File: src/rtl/assert_macros.svh
// ---------------------------------------------------------------------------
// Assertion macros
// Concurrent assertion helpers, compiled away when SYNTHESIS is defined.
// ---------------------------------------------------------------------------
`ifndef ASSERT_MACROS_SVH
`define ASSERT_MACROS_SVH

`ifndef SYNTHESIS

// Check prop at every rising edge outside reset.
`define TLR_ASSERT(label, clk, rst, prop) \
  label: assert property (@(posedge clk) disable iff (rst) (prop)) \
    else $error("assertion failed");

// Check that expr never holds outside reset.
`define TLR_ASSERT_NEVER(label, clk, rst, expr) \
  `TLR_ASSERT(label, clk, rst, !(expr))

`else

`define TLR_ASSERT(label, clk, rst, prop)
`define TLR_ASSERT_NEVER(label, clk, rst, expr)

`endif

`endif

File: src/rtl/tlr_pkg.sv
// ---------------------------------------------------------------------------
// tlr_pkg
// Shared types and constants of the terminated line receiver.
// ---------------------------------------------------------------------------
package tlr_pkg;

  // Default line buffer size in bytes
  localparam int LINE_SIZE_DEF = 32;

  // Byte width of the data path
  localparam int DATA_W = 8;

  // Terminator value after reset (carriage return)
  localparam logic [DATA_W-1:0] TERM_RESET = 8'd13;

  // Input item modes
  localparam logic MODE_BYTE = 1'b0;
  localparam logic MODE_READ = 1'b1;

  // Line status codes
  typedef enum logic [1:0] {
    ST_EMPTY    = 2'd0,
    ST_READY    = 2'd1,
    ST_OVERFLOW = 2'd2
  } line_status_t;

  // Sequencer states
  typedef enum logic [1:0] {
    S_IDLE,
    S_READ,
    S_DRAIN,
    S_NOTE
  } seq_state_t;

endpackage

File: src/rtl/tlr_ifs.sv
// ---------------------------------------------------------------------------
// tlr interfaces
// Valid/ready channels of the terminated line receiver.
// ---------------------------------------------------------------------------

// Input items: received byte or read request
interface tlr_in_if;
  logic                        valid;
  logic                        ready;
  logic                        mode;
  logic [tlr_pkg::DATA_W-1:0]  rx_byte;
  modport source (output valid, output mode, output rx_byte, input ready);
  modport sink   (input valid, input mode, input rx_byte, output ready);
endinterface

// Result items: line characters
interface tlr_out_if;
  logic                        valid;
  logic                        ready;
  logic [tlr_pkg::DATA_W-1:0]  out_char;
  logic                        char_valid;
  logic                        last;
  logic [1:0]                  line_state;
  modport source (output valid, output out_char, output char_valid, output last,
                  output line_state, input ready);
  modport sink   (input valid, input out_char, input char_valid, input last,
                  input line_state, output ready);
endinterface

// Configuration writes: terminator character
interface tlr_cfg_if;
  logic                        valid;
  logic                        ready;
  logic [tlr_pkg::DATA_W-1:0]  data;
  modport source (output valid, output data, input ready);
  modport sink   (input valid, input data, output ready);
endinterface

File: src/rtl/tlr_ram.sv
// ---------------------------------------------------------------------------
// tlr_ram
// Generic single-write, single-read RAM with registered read data.
// ---------------------------------------------------------------------------
module tlr_ram #(
  parameter int WIDTH = 8,
  parameter int DEPTH = 32
) (
  input  logic                     clk,
  input  logic                     we,
  input  logic [$clog2(DEPTH)-1:0] waddr,
  input  logic [WIDTH-1:0]         wdata,
  input  logic                     re,
  input  logic [$clog2(DEPTH)-1:0] raddr,
  output logic [WIDTH-1:0]         rdata
);

  logic [WIDTH-1:0] mem [DEPTH];

  // Write port
  always_ff @(posedge clk) begin
    if (we) begin
      mem[waddr] <= wdata;
    end
  end

  // Read port, data held while re is low
  always_ff @(posedge clk) begin
    if (re) begin
      rdata <= mem[raddr];
    end
  end

endmodule

File: src/rtl/terminated_line_receiver_core.sv
// ---------------------------------------------------------------------------
// terminated_line_receiver_core
// Collects received bytes into one line and reads the line back out.
// ---------------------------------------------------------------------------
// A received byte gives no result; while the status is empty, a byte that is
// not the terminator and finds the line not full is written into the line RAM.
// A read of a ready line of L characters puts out one character per cycle
// while the output is free: each fetch issues a RAM read whose registered data
// is loaded into the output register. The next input transaction is accepted
// after the L fetches, the load of the final character in the drain state and
// the return to idle. A read with no non-empty line ready gives one empty
// result, and the next input waits until it is loaded once the output register
// is free. Output stalls hold the read sequencer. All results of a read report
// the empty status, as the read clears it.
`include "assert_macros.svh"

module terminated_line_receiver_core #(
  parameter int LINE_SIZE = tlr_pkg::LINE_SIZE_DEF
) (
  input  logic      clk,
  input  logic      rst,
  tlr_in_if.sink    rx_in,
  tlr_out_if.source line_out,
  tlr_cfg_if.sink   cfg
);

  localparam int CW = $clog2(LINE_SIZE);
  localparam logic [CW-1:0] LAST_SLOT = CW'(LINE_SIZE - 1);

  // Control registers
  tlr_pkg::seq_state_t    state, state_next;
  tlr_pkg::line_status_t  line_status;
  logic [CW-1:0]          char_count;
  logic [CW-1:0]          line_length;
  logic [CW-1:0]          rd_idx;
  logic                   f_vld;
  logic [tlr_pkg::DATA_W-1:0] terminator;

  // Output register
  logic                       out_valid;
  logic [tlr_pkg::DATA_W-1:0] out_char;
  logic                       char_valid;
  logic                       out_last;
  tlr_pkg::line_status_t      out_state;

  // Datapath signals
  logic                       in_acc;
  logic                       is_byte;
  logic                       is_read;
  logic                       st_empty;
  logic                       is_term;
  logic                       is_full;
  logic                       has_line;
  logic                       ram_we;
  logic [tlr_pkg::DATA_W-1:0] ram_rdata;
  logic                       out_free;
  logic                       in_ready;
  logic                       issue;
  logic                       load;
  logic                       note_load;

  // Decode the input transaction
  assign in_acc   = rx_in.valid && in_ready;
  assign is_byte  = in_acc && (rx_in.mode == tlr_pkg::MODE_BYTE);
  assign is_read  = in_acc && (rx_in.mode == tlr_pkg::MODE_READ);
  assign st_empty = (line_status == tlr_pkg::ST_EMPTY);
  assign is_term  = (rx_in.rx_byte == terminator);
  assign is_full  = (char_count >= LAST_SLOT);
  assign has_line = (line_status == tlr_pkg::ST_READY) && (line_length != '0);
  assign ram_we   = is_byte && st_empty && !is_term && !is_full;
  assign out_free = !out_valid || line_out.ready;

  // Line store
  tlr_ram #(
    .WIDTH (tlr_pkg::DATA_W),
    .DEPTH (LINE_SIZE)
  ) u_line_ram (
    .clk   (clk),
    .we    (ram_we),
    .waddr (char_count),
    .wdata (rx_in.rx_byte),
    .re    (issue),
    .raddr (rd_idx),
    .rdata (ram_rdata)
  );

  // Next state
  always_comb begin
    state_next = state;
    unique case (state)
      tlr_pkg::S_IDLE: begin
        if (is_read) begin
          state_next = has_line ? tlr_pkg::S_READ : tlr_pkg::S_NOTE;
        end
      end
      tlr_pkg::S_READ: begin
        if (issue && (rd_idx == line_length - CW'(1))) begin
          state_next = tlr_pkg::S_DRAIN;
        end
      end
      tlr_pkg::S_DRAIN: begin
        if (load) begin
          state_next = tlr_pkg::S_IDLE;
        end
      end
      tlr_pkg::S_NOTE: begin
        if (out_free) begin
          state_next = tlr_pkg::S_IDLE;
        end
      end
      default: state_next = tlr_pkg::S_IDLE;
    endcase
  end

  // Sequencer outputs
  always_comb begin
    in_ready  = 1'b0;
    issue     = 1'b0;
    load      = 1'b0;
    note_load = 1'b0;
    unique case (state)
      tlr_pkg::S_IDLE: begin
        in_ready = 1'b1;
      end
      tlr_pkg::S_READ: begin
        load  = f_vld && out_free;
        issue = !f_vld || out_free;
      end
      tlr_pkg::S_DRAIN: begin
        load = f_vld && out_free;
      end
      tlr_pkg::S_NOTE: begin
        note_load = out_free;
      end
      default: ;
    endcase
  end

  assign rx_in.ready = in_ready;
  assign cfg.ready   = 1'b1;

  // Advance sequencer and fetch tracking
  always_ff @(posedge clk) begin
    if (rst) begin
      state  <= tlr_pkg::S_IDLE;
      rd_idx <= '0;
      f_vld  <= 1'b0;
    end else begin
      state <= state_next;
      if (is_read) begin
        rd_idx <= '0;
      end else if (issue) begin
        rd_idx <= rd_idx + CW'(1);
      end
      if (issue) begin
        f_vld <= 1'b1;
      end else if (load) begin
        f_vld <= 1'b0;
      end
    end
  end

  // Update line status and counters
  always_ff @(posedge clk) begin
    if (rst) begin
      line_status <= tlr_pkg::ST_EMPTY;
      char_count  <= '0;
      line_length <= '0;
    end else if (is_read) begin
      line_status <= tlr_pkg::ST_EMPTY;
    end else if (is_byte && st_empty) begin
      if (is_term) begin
        line_status <= tlr_pkg::ST_READY;
        line_length <= char_count;
        char_count  <= '0;
      end else if (is_full) begin
        line_status <= tlr_pkg::ST_OVERFLOW;
        char_count  <= '0;
      end else begin
        char_count <= char_count + CW'(1);
      end
    end
  end

  // Hold terminator register
  always_ff @(posedge clk) begin
    if (rst) begin
      terminator <= tlr_pkg::TERM_RESET;
    end else if (cfg.valid && cfg.ready) begin
      terminator <= cfg.data;
    end
  end

  // Output register valid
  always_ff @(posedge clk) begin
    if (rst) begin
      out_valid <= 1'b0;
    end else if (load || note_load) begin
      out_valid <= 1'b1;
    end else if (line_out.ready) begin
      out_valid <= 1'b0;
    end
  end

  // Output register payload
  always_ff @(posedge clk) begin
    if (load) begin
      out_char   <= ram_rdata;
      char_valid <= 1'b1;
      out_last   <= (state == tlr_pkg::S_DRAIN);
      out_state  <= line_status;
    end else if (note_load) begin
      out_char   <= '0;
      char_valid <= 1'b0;
      out_last   <= 1'b1;
      out_state  <= line_status;
    end
  end

  assign line_out.valid      = out_valid;
  assign line_out.out_char   = out_char;
  assign line_out.char_valid = char_valid;
  assign line_out.last       = out_last;
  assign line_out.line_state = out_state;

  // A pending fetch exists only while a line is being read
  `TLR_ASSERT(a_fetch_in_read, clk, rst, f_vld |-> (state == tlr_pkg::S_READ || state == tlr_pkg::S_DRAIN))
  // The line store is never written while it is being read out
  `TLR_ASSERT_NEVER(a_no_write_in_read, clk, rst, ram_we && (issue || f_vld))
  // Loading the final character ends the read
  `TLR_ASSERT(a_drain_ends, clk, rst, (state == tlr_pkg::S_DRAIN && load) |=> (state == tlr_pkg::S_IDLE))

endmodule
File: src/flat_wrapper.sv
// flat-port wrapper written by rule: the top's interface ports become plain ports
module terminated_line_receiver_core_flat 
#(
  parameter int LINE_SIZE = tlr_pkg::LINE_SIZE_DEF
)
  (clk, rst, rx_in_valid, rx_in_mode, rx_in_rx_byte, rx_in_ready, line_out_valid, line_out_out_char, line_out_char_valid, line_out_last, line_out_line_state, line_out_ready, cfg_valid, cfg_data, cfg_ready);
  tlr_in_if rx_in_i ();
  tlr_out_if line_out_i ();
  tlr_cfg_if cfg_i ();
  input  logic clk;
  input  logic rst;
  input wire logic [$bits(rx_in_i.valid)-1:0] rx_in_valid;
  input wire logic [$bits(rx_in_i.mode)-1:0] rx_in_mode;
  input wire logic [$bits(rx_in_i.rx_byte)-1:0] rx_in_rx_byte;
  output wire logic [$bits(rx_in_i.ready)-1:0] rx_in_ready;
  output wire logic [$bits(line_out_i.valid)-1:0] line_out_valid;
  output wire logic [$bits(line_out_i.out_char)-1:0] line_out_out_char;
  output wire logic [$bits(line_out_i.char_valid)-1:0] line_out_char_valid;
  output wire logic [$bits(line_out_i.last)-1:0] line_out_last;
  output wire logic [$bits(line_out_i.line_state)-1:0] line_out_line_state;
  input wire logic [$bits(line_out_i.ready)-1:0] line_out_ready;
  input wire logic [$bits(cfg_i.valid)-1:0] cfg_valid;
  input wire logic [$bits(cfg_i.data)-1:0] cfg_data;
  output wire logic [$bits(cfg_i.ready)-1:0] cfg_ready;
  assign rx_in_i.valid = rx_in_valid;
  assign rx_in_i.mode = rx_in_mode;
  assign rx_in_i.rx_byte = rx_in_rx_byte;
  assign rx_in_ready = rx_in_i.ready;
  assign line_out_valid = line_out_i.valid;
  assign line_out_out_char = line_out_i.out_char;
  assign line_out_char_valid = line_out_i.char_valid;
  assign line_out_last = line_out_i.last;
  assign line_out_line_state = line_out_i.line_state;
  assign line_out_i.ready = line_out_ready;
  assign cfg_i.valid = cfg_valid;
  assign cfg_i.data = cfg_data;
  assign cfg_ready = cfg_i.ready;
  terminated_line_receiver_core #(.LINE_SIZE(LINE_SIZE)) u_core (.clk(clk), .rst(rst), .rx_in(rx_in_i), .line_out(line_out_i), .cfg(cfg_i));
endmodule
File: config.mk
export PLATFORM = sky130hd
export DESIGN_NAME = terminated_line_receiver_core_flat
export DESIGN_NICKNAME = d
export VERILOG_FILES = /design/src/rtl/tlr_pkg.sv /design/src/rtl/tlr_ifs.sv /design/src/rtl/tlr_ram.sv /design/src/rtl/terminated_line_receiver_core.sv /design/src/flat_wrapper.sv
export VERILOG_INCLUDE_DIRS = /design/src /design/src/rtl
export SDC_FILE = /design/constraint.sdc
export NUM_CORES = 1
export LEC_CHECK = 0
export BUFFER_PORTS_ARGS = -buffer_cell sky130_fd_sc_hd__buf_4
export CAP_MARGIN = 20
export CELL_PAD_IN_SITES_DETAIL_PLACEMENT = 1
export CELL_PAD_IN_SITES_GLOBAL_PLACEMENT = 2
export CORE_ASPECT_RATIO = 0.6
export CORE_MARGIN = 3
export CORE_UTILIZATION = 35
export DETAILED_ROUTE_END_ITERATION = 12
export PLACE_DENSITY_LB_ADDON = 0.25
export SETUP_SLACK_MARGIN = 0.15
export SLEW_MARGIN = 0
export SYNTH_ARGS = -nofsm -noshare
export SYNTH_HDL_FRONTEND = slang
export SYNTH_SLANG_ARGS = --single-unit
File: constraint.sdc
create_clock -name clk -period 2.3 [get_ports clk]
set_input_delay 0.345 -clock clk [delete_from_list [all_inputs] [get_ports clk]]
set_output_delay 0.345 -clock clk [all_outputs]
set_load 0.02 [all_outputs]
## Word-level counts from Yosys, hierarchy flattened

Memory sizes are Yosys's and may differ from the RTL's. A register that Yosys moved wholly into a read port is not among the register bits.
Index checks and enable logic that the tools add are counted.

- Register bits: 41
- RAM bits: 256
- Bits of input ports: 22
- Memories kept: 1

- $add $sub $neg: 3
- Order comparisons: 1
- Equality and inequality tests: 10
- Muxes and demuxes: 26
- Bitwise operators: 2
- Reduce and logical (&&, ||, !) cells: 29

Memories:

| name | depth | bits a word | rd ports | clocked after Yosys merged registers in | write ports | RTL line | text |
|---|---|---|---|---|---|---|---|
| u_core.u_line_ram.mem | 32 | 8 | 1 | 1 | 1 | tlr_ram.sv:18 | `logic [WIDTH-1:0] mem [DEPTH];` |

Operators with widths:

| kind | count |
|---|---|
| 2-to-1 mux 2 bit | 9 |
| 2-to-1 mux 8 bit | 2 |
| 2-to-1 mux 1 bit | 12 |
| adder 5 x 1 -> 5 bit (second input constant) | 2 |
| 2-to-1 mux 5 bit | 2 |
| logical AND 1 bit | 9 |
| == test 8 bit | 1 |
| inequality test 2 x 1 -> 1 bit (second input constant) | 4 |
| case mux 2 bit (4 select lines) | 1 |
| nonzero test 2 bit | 4 |
| == test 5 bit | 1 |
| greater-or-equal comparator 5 bit (second input constant) | 1 |
| nonzero test 5 bit | 1 |
| subtractor 5 x 1 -> 5 bit (second input constant) | 1 |
| == test 2 x 1 -> 1 bit (second input constant) | 2 |
| == test 2 bit (second input constant) | 2 |
| zero test 1 bit | 4 |
| zero test 2 bit | 2 |
| AND reduction 2 bit | 2 |
| AND reduction 4 bit | 1 |
| OR reduction 2 bit | 2 |
| logical OR 1 bit | 3 |
| AND reduction 3 bit | 1 |
| NOT 1 bit | 2 |

## Longest topological paths before layout

Gate-level depths: netlist of the first run.

- Depth after elaboration: 9
- Gate-level depth with buffers: 7

## Modules after synthesis

From an unflattened synthesis of the first run, not the netlist that was laid out.

- Cell total of the unflattened synthesis: 608
- Area total of the unflattened synthesis: 12085.3 sq um

By module, submodules not included:

| module | times used | cells each | area an instance (sq um) |
|---|---|---|---|
| tlr_ram | 1 | 417 | 10133.5 |
| terminated_line_receiver_core | 1 | 191 | 1951.9 |

## Worst setup path after synthesis of the first run

OpenSTA, ideal clock, no wires.

- Path type: register to register
- Start point: register u_core.state[0]
- End point: memory u_core.u_line_ram.mem[13][0] (enable)
- Setup time: 0.370 ns
- Arrival: 2.301 ns
- Required time: 1.930 ns
- Setup slack: -0.371 ns
- Cell stages (with the launch flop): 8
- Cells stage by stage: dfxtp_1 > inv_1 > ha_1 > nand2_1 > or4_1 > a211oi_2 > nand2_1 > nor2_1

- Word-level cells in the longest chain between the ends: 9

RTL lines:

| item | RTL line | text |
|---|---|---|
| start, declared | terminated_line_receiver_core.sv:31 | `tlr_pkg::seq_state_t state, state_next;` |
| start signal, assigned | terminated_line_receiver_core.sv:145 | `state <= tlr_pkg::S_IDLE;` |
| start signal, assigned | terminated_line_receiver_core.sv:149 | `state <= state_next;` |
| zero test 2 bit | terminated_line_receiver_core.sv:121 | `unique case (state)` |
| 2-to-1 mux 1 bit | terminated_line_receiver_core.sv:121 |  |
| via rx_in_ready | flat_wrapper.sv:15 | `output wire logic [$bits(rx_in_i.ready)-1:0] rx_in_ready;` |
| logical AND 1 bit | terminated_line_receiver_core.sv:63 | `assign in_acc = rx_in.valid && in_ready;` |
| logical AND 1 bit | terminated_line_receiver_core.sv:64 | `assign is_byte = in_acc && (rx_in.mode == tlr_pkg::MODE_BYTE);` |
| logical AND 1 bit (3 in series) | terminated_line_receiver_core.sv:70 | `assign ram_we = is_byte && st_empty && !is_term && !is_full;` |
| 2-to-1 mux 1 bit | tlr_ram.sv:22 | `if (we) begin` |
| 2-to-1 mux 1 bit (not written as such) | tlr_ram.sv:23 | `mem[waddr] <= wdata;` |
| end, declared | tlr_ram.sv:18 |  |

The timed path passes the listed nets, and every way through them passes these cells.

==> metrics.yaml, run 1 <==
criticalPathCategory: "reg2reg"
period_needed_ns: 2.31
hold_violations: 0
cp-end-kind: "register"
port_buffers: 35
crit_family: "multiplexers"
violations: "setup timing"
yosys-top-cells-area: "edfxtp_1 68%, mux4_2 15%, dfxtp_1 5.0%"
synth_cell_types: 44
yosysTopAreaCellShare_pct: 68.3
yosysTopAreaCell: "edfxtp_1"
swShare_pct: 24.4
dp.cells: 1124
cp_slowest_cell: "mux4_2"
cts.sinks: 305
clockBufferDepth: 3
synth_mux_area_share_pct: 16.8
pin_count: 37
routed_via_density: 5.26
crit_fanout: 13
dominantRegCellSynth: "edfxtp_1"
cp.depth: 4
fin_skew_ns: 0.0181
area_growth_pct: 26.1
ys_ff_latch: 305
core_mm2: 0.0339
setup_viol: 5
first_iter_violations: 579
maxSlewHeadroom_pct: 63.1
synth_area_mm2: 0.0121
dp_hpwl_mm: 21.7
power_frac_clock_pct: 37.2
setup_ws_ns: -0.0135
slowest_delay_ns: 0.59
grt_max_degree: 41
worstSetupStartpointType: "register"
worstSkewPairLatency_ns: 0.57
die_y_um: 150
netlist_instances: 618
nNetsFinal: 768
grt_antenna_before_repair: 1
synth_commonest_cells: "275 x edfxtp_1, 80 x mux4_2, 57 x nor2_1"
fin_util_pct: 45.0
postSynthAreaPerCell_um2: 19.6
maxCapViolCount: 0
final.setup.tns_ns: -0.0428
routed_wirelength_mm: 32.9
run_status: "finished, violations left"
synth-xor-area-share_pct: 1.23
total_leakage_power_nw: 4.92
p_int_w: 0.0104
grt_pass1_vias: 6578
gp_congestion: 0.766
synth-simple-area-share_pct: 4.50
synth-adder-area-share_pct: 1.14
comb_power_share_pct: 16.7
yosysWarnings: 0
synth_compound_gate_area_share_pct: 1.57
post-synth-top-count-cell: "edfxtp_1"
worstPathArrival_ns: 2.63
crit_path_cell_trace: "buf_12, mux4_2, mux4_2, mux2_4"
reg2regPathDepth: 4
grt_use_total_pct: 18.2
power.switching_w: 0.00336
root_buffer: "clkbuf_16"
p_seq_share_pct: 46.1
grt.overflow.total: 0
cts_tree: "yes"
power.total_w: 0.0138
fmax_mhz: 432
drtPass1Iterations: 5
syn-num-nets: 651
crit_top_cell: "mux4_2"
worstPathRequired_ns: 2.62
final.period_utilization_pct: 101
vias: 6416
cts_buffers: 30
wl_per_cell_um: 27.0
row_count: 52
die_w_um: 246
ys_seq_area_share_pct: 73.2
worst_pin_slew_ns: 0.553
min_path_cells: 3
power_density_mw_per_mm2: 903
htree_levels: 1
drive_above_1_share_pct: 39.3
hold_class: "in2reg"
drc_errors: 0
rsz0062_at_grt: "yes"
ant_nets: 0
finalMaxSlewViolations: 0
stdcell_count: 1219
critPathBufInv: 1
dieArea_mm2: 0.0369
pre_cts_slack_ns: -0.0371
synth_top_family_by_area: "multiplexers"
async_reset_ff_share_pct: 0
grt_pass1_wl_mm: 48.0
vdd_drop_max_mv: 0.555
start_util_pct: 35.7
synth-edff-count: 275
clk_pin_slew_ns: 0.07
==> worst paths after layout <==
path,slack [ns],endpoint,from
min reg2reg,0.46,u_core.line_out.char_valid$_SDFFE_PP1P_,u_core.line_out.char_valid$_SDFFE_PP1P_
max reg2reg,-0.01,u_core.u_line_ram.rdata[0]$_DFFE_PP_,u_core.rd_idx[0]$_SDFFE_PP0P_
min,0.03,u_core.terminator[1]$_SDFFE_PP0P_,cfg_data[1]
max,-0.01,u_core.u_line_ram.rdata[0]$_DFFE_PP_,u_core.rd_idx[0]$_SDFFE_PP0P_
==> tightest hold or removal path, stage by stage <==
cell     delay (ns)
buf_4          0.08
mux2i_1        0.06
nor2_1         0.07
==> final cells by class <==
type	instances	area, µm²
tap	459	574
clock inverter	17	193
antenna	1	2.50
multi-input combinational	275	3410
clock buffer	39	836
timing repair buffer	113	1340
sequential	305	8870
fill	3159	18600
inverter	10	37.5
==> sequential cells by signal, indices dropped and copies added (netlist names), 2 cells and up <==
| register | flops |
|---|---|
| u_core.u_line_ram.mem | 256 |
| u_core.line_out.out_char | 8 |
| u_core.terminator | 8 |
| u_core.u_line_ram.rdata | 8 |
| u_core.char_count | 5 |
| u_core.line_length | 5 |
| u_core.rd_idx | 5 |
| u_core.line_out.line_state | 2 |
| u_core.line_status | 2 |
| u_core.state | 2 |
==> power groups by stage <==
stage / Sequential, W / Combinational, W / Clock, W
global placement: 0.00646 / 0.00199 / 0
detailed placement: 0.00646 / 0.00203 / 0
finish: 0.00635 / 0.00230 / 0.00513
floorplan: 0.00646 / 0.00130 / 0
global route: 0.00636 / 0.00247 / 0.00548
CTS: 0.00636 / 0.00223 / 0.00523
==> routing by layer <==
layer | global-route usage (%) | share of wire (%) | up-vias
li1 | - | - | 2730
met1 | 28.2 | 48 | 3437
met2 | 25.3 | 42 | 205
met3 | 5.68 | 7.7 | 42
met4 | 2.92 | 1.4 | 2
met5 | 0 | 0.024 | -
==> stage by stage <==
stage,area [µm²],hold WS (ns)
after floorplan,12500,0.444
after global placement,13500,0.435
after detailed placement,13500,0.447
after CTS,15200,0.0138
after global routing,15300,0.0333
final,15300,0.0310
==> repair_timing <==
action | CTS | global route
resized for setup | 17 | 3
gates cloned | 2 | 2
pin swaps | 19 | 16
hold endpoints to repair | 3 | 0
setup buffers | 28 | 3
setup endpoints to repair | 264 | 264
hold buffers | 3 | 0
==> cells by family (layout without fill, tap and decap cells) <==
family	Yosys count	in the layout
DFF	305	305
and+or+nand+nor	117	117
muxes	102	102
buffers and inverters	38	179
AOI/OAI and AO/OA	27	27
xor gates and xnor gates	17	17
adders and majority gates	11	11
other	1	2
==> cells in the final DEF, fill, tap and decap left out, types with 4 or more instances in the layout <==
cell / synthesis / routed
a21oi_1: 9 / 9
and2_1: 8 / 8
buf_12: 0 / 28
buf_4: 1 / 69
buf_6: 4 / 7
bufinv_16: 0 / 4
clkbuf_1: 15 / 5
clkbuf_16: 0 / 33
clkinv_2: 0 / 6
dfxtp_1: 30 / 25
dfxtp_2: 0 / 4
edfxtp_1: 275 / 275
ha_1: 11 / 9
inv_1: 10 / 8
mux2_4: 0 / 7
mux2i_1: 13 / 13
mux4_2: 80 / 80
nand2_1: 17 / 12
nand2_4: 0 / 4
nand2b_1: 6 / 6
nand3_1: 8 / 8
nand3b_1: 4 / 4
nor2_1: 57 / 25
nor2_4: 0 / 32
nor2b_1: 4 / 4
xnor2_1: 4 / 4
xor2_1: 13 / 13
Note: power is estimated with default switching activity, not from simulation.
==> run 2, diff against run 1 <==
BUFFER_PORTS_ARGS = not set   (was -buffer_cell sky130_fd_sc_hd__buf_4)
CTS_CLUSTER_DIAMETER = 60   (was not set)
DONT_BUFFER_PORTS = 1   (was not set)
==> run 2 against run 1 <==
Design area decreased by 1.2%. Via count fell by 2.3%. Largest power group unchanged. Sequential power about the same. Combinational power shrank 6%. The run still ends with setup timing left. Register-to-register slack worse by 0.02 ns. Clock skew is 0.0021 ns higher. Cell count shrank 3.0%. Critical path depth is 1 higher. Fmax down 0.91%. Power shrank 1.2%.
==> metrics.yaml, run 2 (synthesis gave the netlist of run 1 again) <==
regMostFlops: "u_core.u_line_ram.mem"  # unchanged
fmax_mhz: 428  # was 432 MHz
violations: "setup timing"  # unchanged
clockBufferDepth: 3  # unchanged
drive_above_1_share_pct: 34.9  # was 39.3%
drtPass1Iterations: 4  # was 5
cp-end-kind: "register"  # unchanged
hold_class: "in2reg"  # unchanged
critPathBufInv: 2  # was 1
crit_path_cell_trace: "buf_12, buf_12, mux4_2, mux4_2, mux2_4"  # was buf_12, mux4_2, mux4_2, mux2_4
gp_congestion: 0.782  # was 0.766
power.total_w: 0.0136  # was 0.0138 W
power_density_mw_per_mm2: 903  # about the same
htree_levels: 1  # unchanged
die_w_um: 246  # unchanged
hold_violations: 0  # unchanged
port_buffers: 0  # was 35
row_count: 52  # unchanged
grt_pass1_wl_mm: 46.0  # was 48.0 mm
pin_count: 37  # unchanged
routed_via_density: 5.30  # was 5.26
postPlaceCellArea_mm2: 0.0133  # was 0.0135 mm²
slowest_delay_ns: 0.58  # was 0.59 ns
clk_pin_slew_ns: 0.07  # about the same
area_growth_pct: 24.6  # was 26.1%
period_needed_ns: 2.33  # was 2.31 ns
fin_util_pct: 44.5  # was 45.0%
final_cell_mix: "275 x edfxtp_1, 80 x mux4_2, 35 x buf_12"  # was 275 x edfxtp_1, 80 x mux4_2, 69 x buf_4
cp_slowest_cell: "mux4_2"  # unchanged
core_mm2: 0.0339  # unchanged
setup_viol: 3  # was 5
die_y_um: 150  # unchanged
cts_tree: "yes"  # unchanged
dp_hpwl_mm: 20.1  # was 21.7 mm
root_buffer: "clkbuf_16"  # unchanged
dieArea_mm2: 0.0369  # unchanged
setup_ws_ns: -0.0348  # was -0.0135 ns
final_common_cell: "edfxtp_1"  # unchanged
worstPathRequired_ns: 2.62  # about the same
worst_pin_slew_ns: 0.886  # was 0.553 ns
worstSkewPairLatency_ns: 0.57  # about the same
grt_pass1_vias: 6386  # was 6578
nNetsFinal: 734  # was 768
maxCapViolCount: 0  # unchanged
ant_nets: 0  # unchanged
cts.sinks: 305  # unchanged
final.period_utilization_pct: 102  # was 101%
start_util_pct: 35.7  # unchanged
grt_use_total_pct: 17.5  # was 18.2%
final.setup.tns_ns: -0.0934  # was -0.0428 ns
criticalPathCategory: "reg2reg"  # unchanged
routed_wirelength_mm: 31.7  # was 32.9 mm
worstSetupStartpointType: "register"  # unchanged
crit_fanout: 8  # was 13
largest_reg_flops: 256  # unchanged
rsz0062_at_grt: "yes"  # unchanged
drc_errors: 0  # unchanged
dp.cells: 1083  # was 1124
grt_max_degree: 37  # was 41
cts_buffers: 29  # was 30
grt_antenna_before_repair: 2  # was 1
first_iter_violations: 628  # was 579
grt.overflow.total: 0  # unchanged
design_area_mm2: 0.0151  # was 0.0153 mm²
finalMaxSlewViolations: 0  # unchanged
wl_per_cell_um: 26.8  # was 27.0 µm
vias: 6269  # was 6416
total_leakage_power_nw: 4.69  # was 4.92 nW
run_status: "finished, violations left"  # unchanged
maxSlewHeadroom_pct: 40.7  # was 63.1%
crit_family: "multiplexers"  # unchanged
vdd_drop_max_mv: 0.550  # was 0.555 mV
fin_skew_ns: 0.0202  # was 0.0181 ns
worstPathArrival_ns: 2.65  # was 2.63 ns
stdcell_count: 1183  # was 1219
## run 2: stage by stage
| stage | hold WS, ns | setup slack, ns |
|---|---|---|
| final | 0.0361 | -0.0348 |
| after global routing | 0.0227 | -0.0838 |
| after CTS | 0.0206 | -0.0306 |
| after detailed placement | 0.423 | -0.121 |
| after global placement | 0.420 | -0.119 |
| after floorplan | 0.444 | -0.0370 |
## run 2: final timing paths
kind                                   startpoint                                        end  slack, ns  cells past startpoint
max                 u_core.rd_idx[0]$_SDFFE_PP0P_       u_core.u_line_ram.rdata[5]$_DFFE_PP_      -0.03                      5
min                                           rst          u_core.char_count[3]$_SDFFE_PP0P_       0.04                      3
max reg2reg         u_core.rd_idx[0]$_SDFFE_PP0P_       u_core.u_line_ram.rdata[5]$_DFFE_PP_      -0.03                      5
min reg2reg  u_core.u_line_ram.rdata[1]$_DFFE_PP_  u_core.line_out.out_char[1]$_SDFFCE_PN0P_       0.53                      1
## run 2: what timing repair did
| item | CTS | global route |
|---|---|---|
| setup buffers | 19 | 2 |
| pin swaps | 14 | 9 |
| gates cloned | 2 | 0 |
| gates resized for setup | 19 | 2 |
| hold endpoints to repair | 275 | 0 |
| endpoints found under the setup margin | 264 | 266 |
| hold buffers | 23 | 0 |
## run 2: final cells by class
class                   instances  area [µm²]
well taps                     459         574
flip-flops and latches        305        8870
inverters                      10        37.5
clock buffers                  38         779
fillers                      3145       18800
repair buffers                 80        1130
multi-input cells             275        3470
diodes                          1        2.50
clock inverters                15         224
## run 2: tightest hold or removal path: cells and delay by family
kind	cells	cell delay, ns
compound gates	2	0.12
simple gates	1	0.08
## run 2: power breakdown
part	total (W)	internal (W)	leakage, nW	switching [W]
sequential	0.00638	0.00623	2.72	0.000153
clock	0.00508	0.00297	0.480	0.00211
combinational	0.00216	0.00110	1.48	0.00106
total	0.0136	0.0103	4.69	0.00333
## run 2: metal layers
metal	GRT usage [%]	part of all wire, %	vias up	routed length [µm]
li1	-	-	2660	-
met1	28.1	50	3342	15800
met2	23.1	40	222	12700
met3	5.25	8.1	45	2560
met4	3.30	2.0	0	624
met5	0	0	-	0
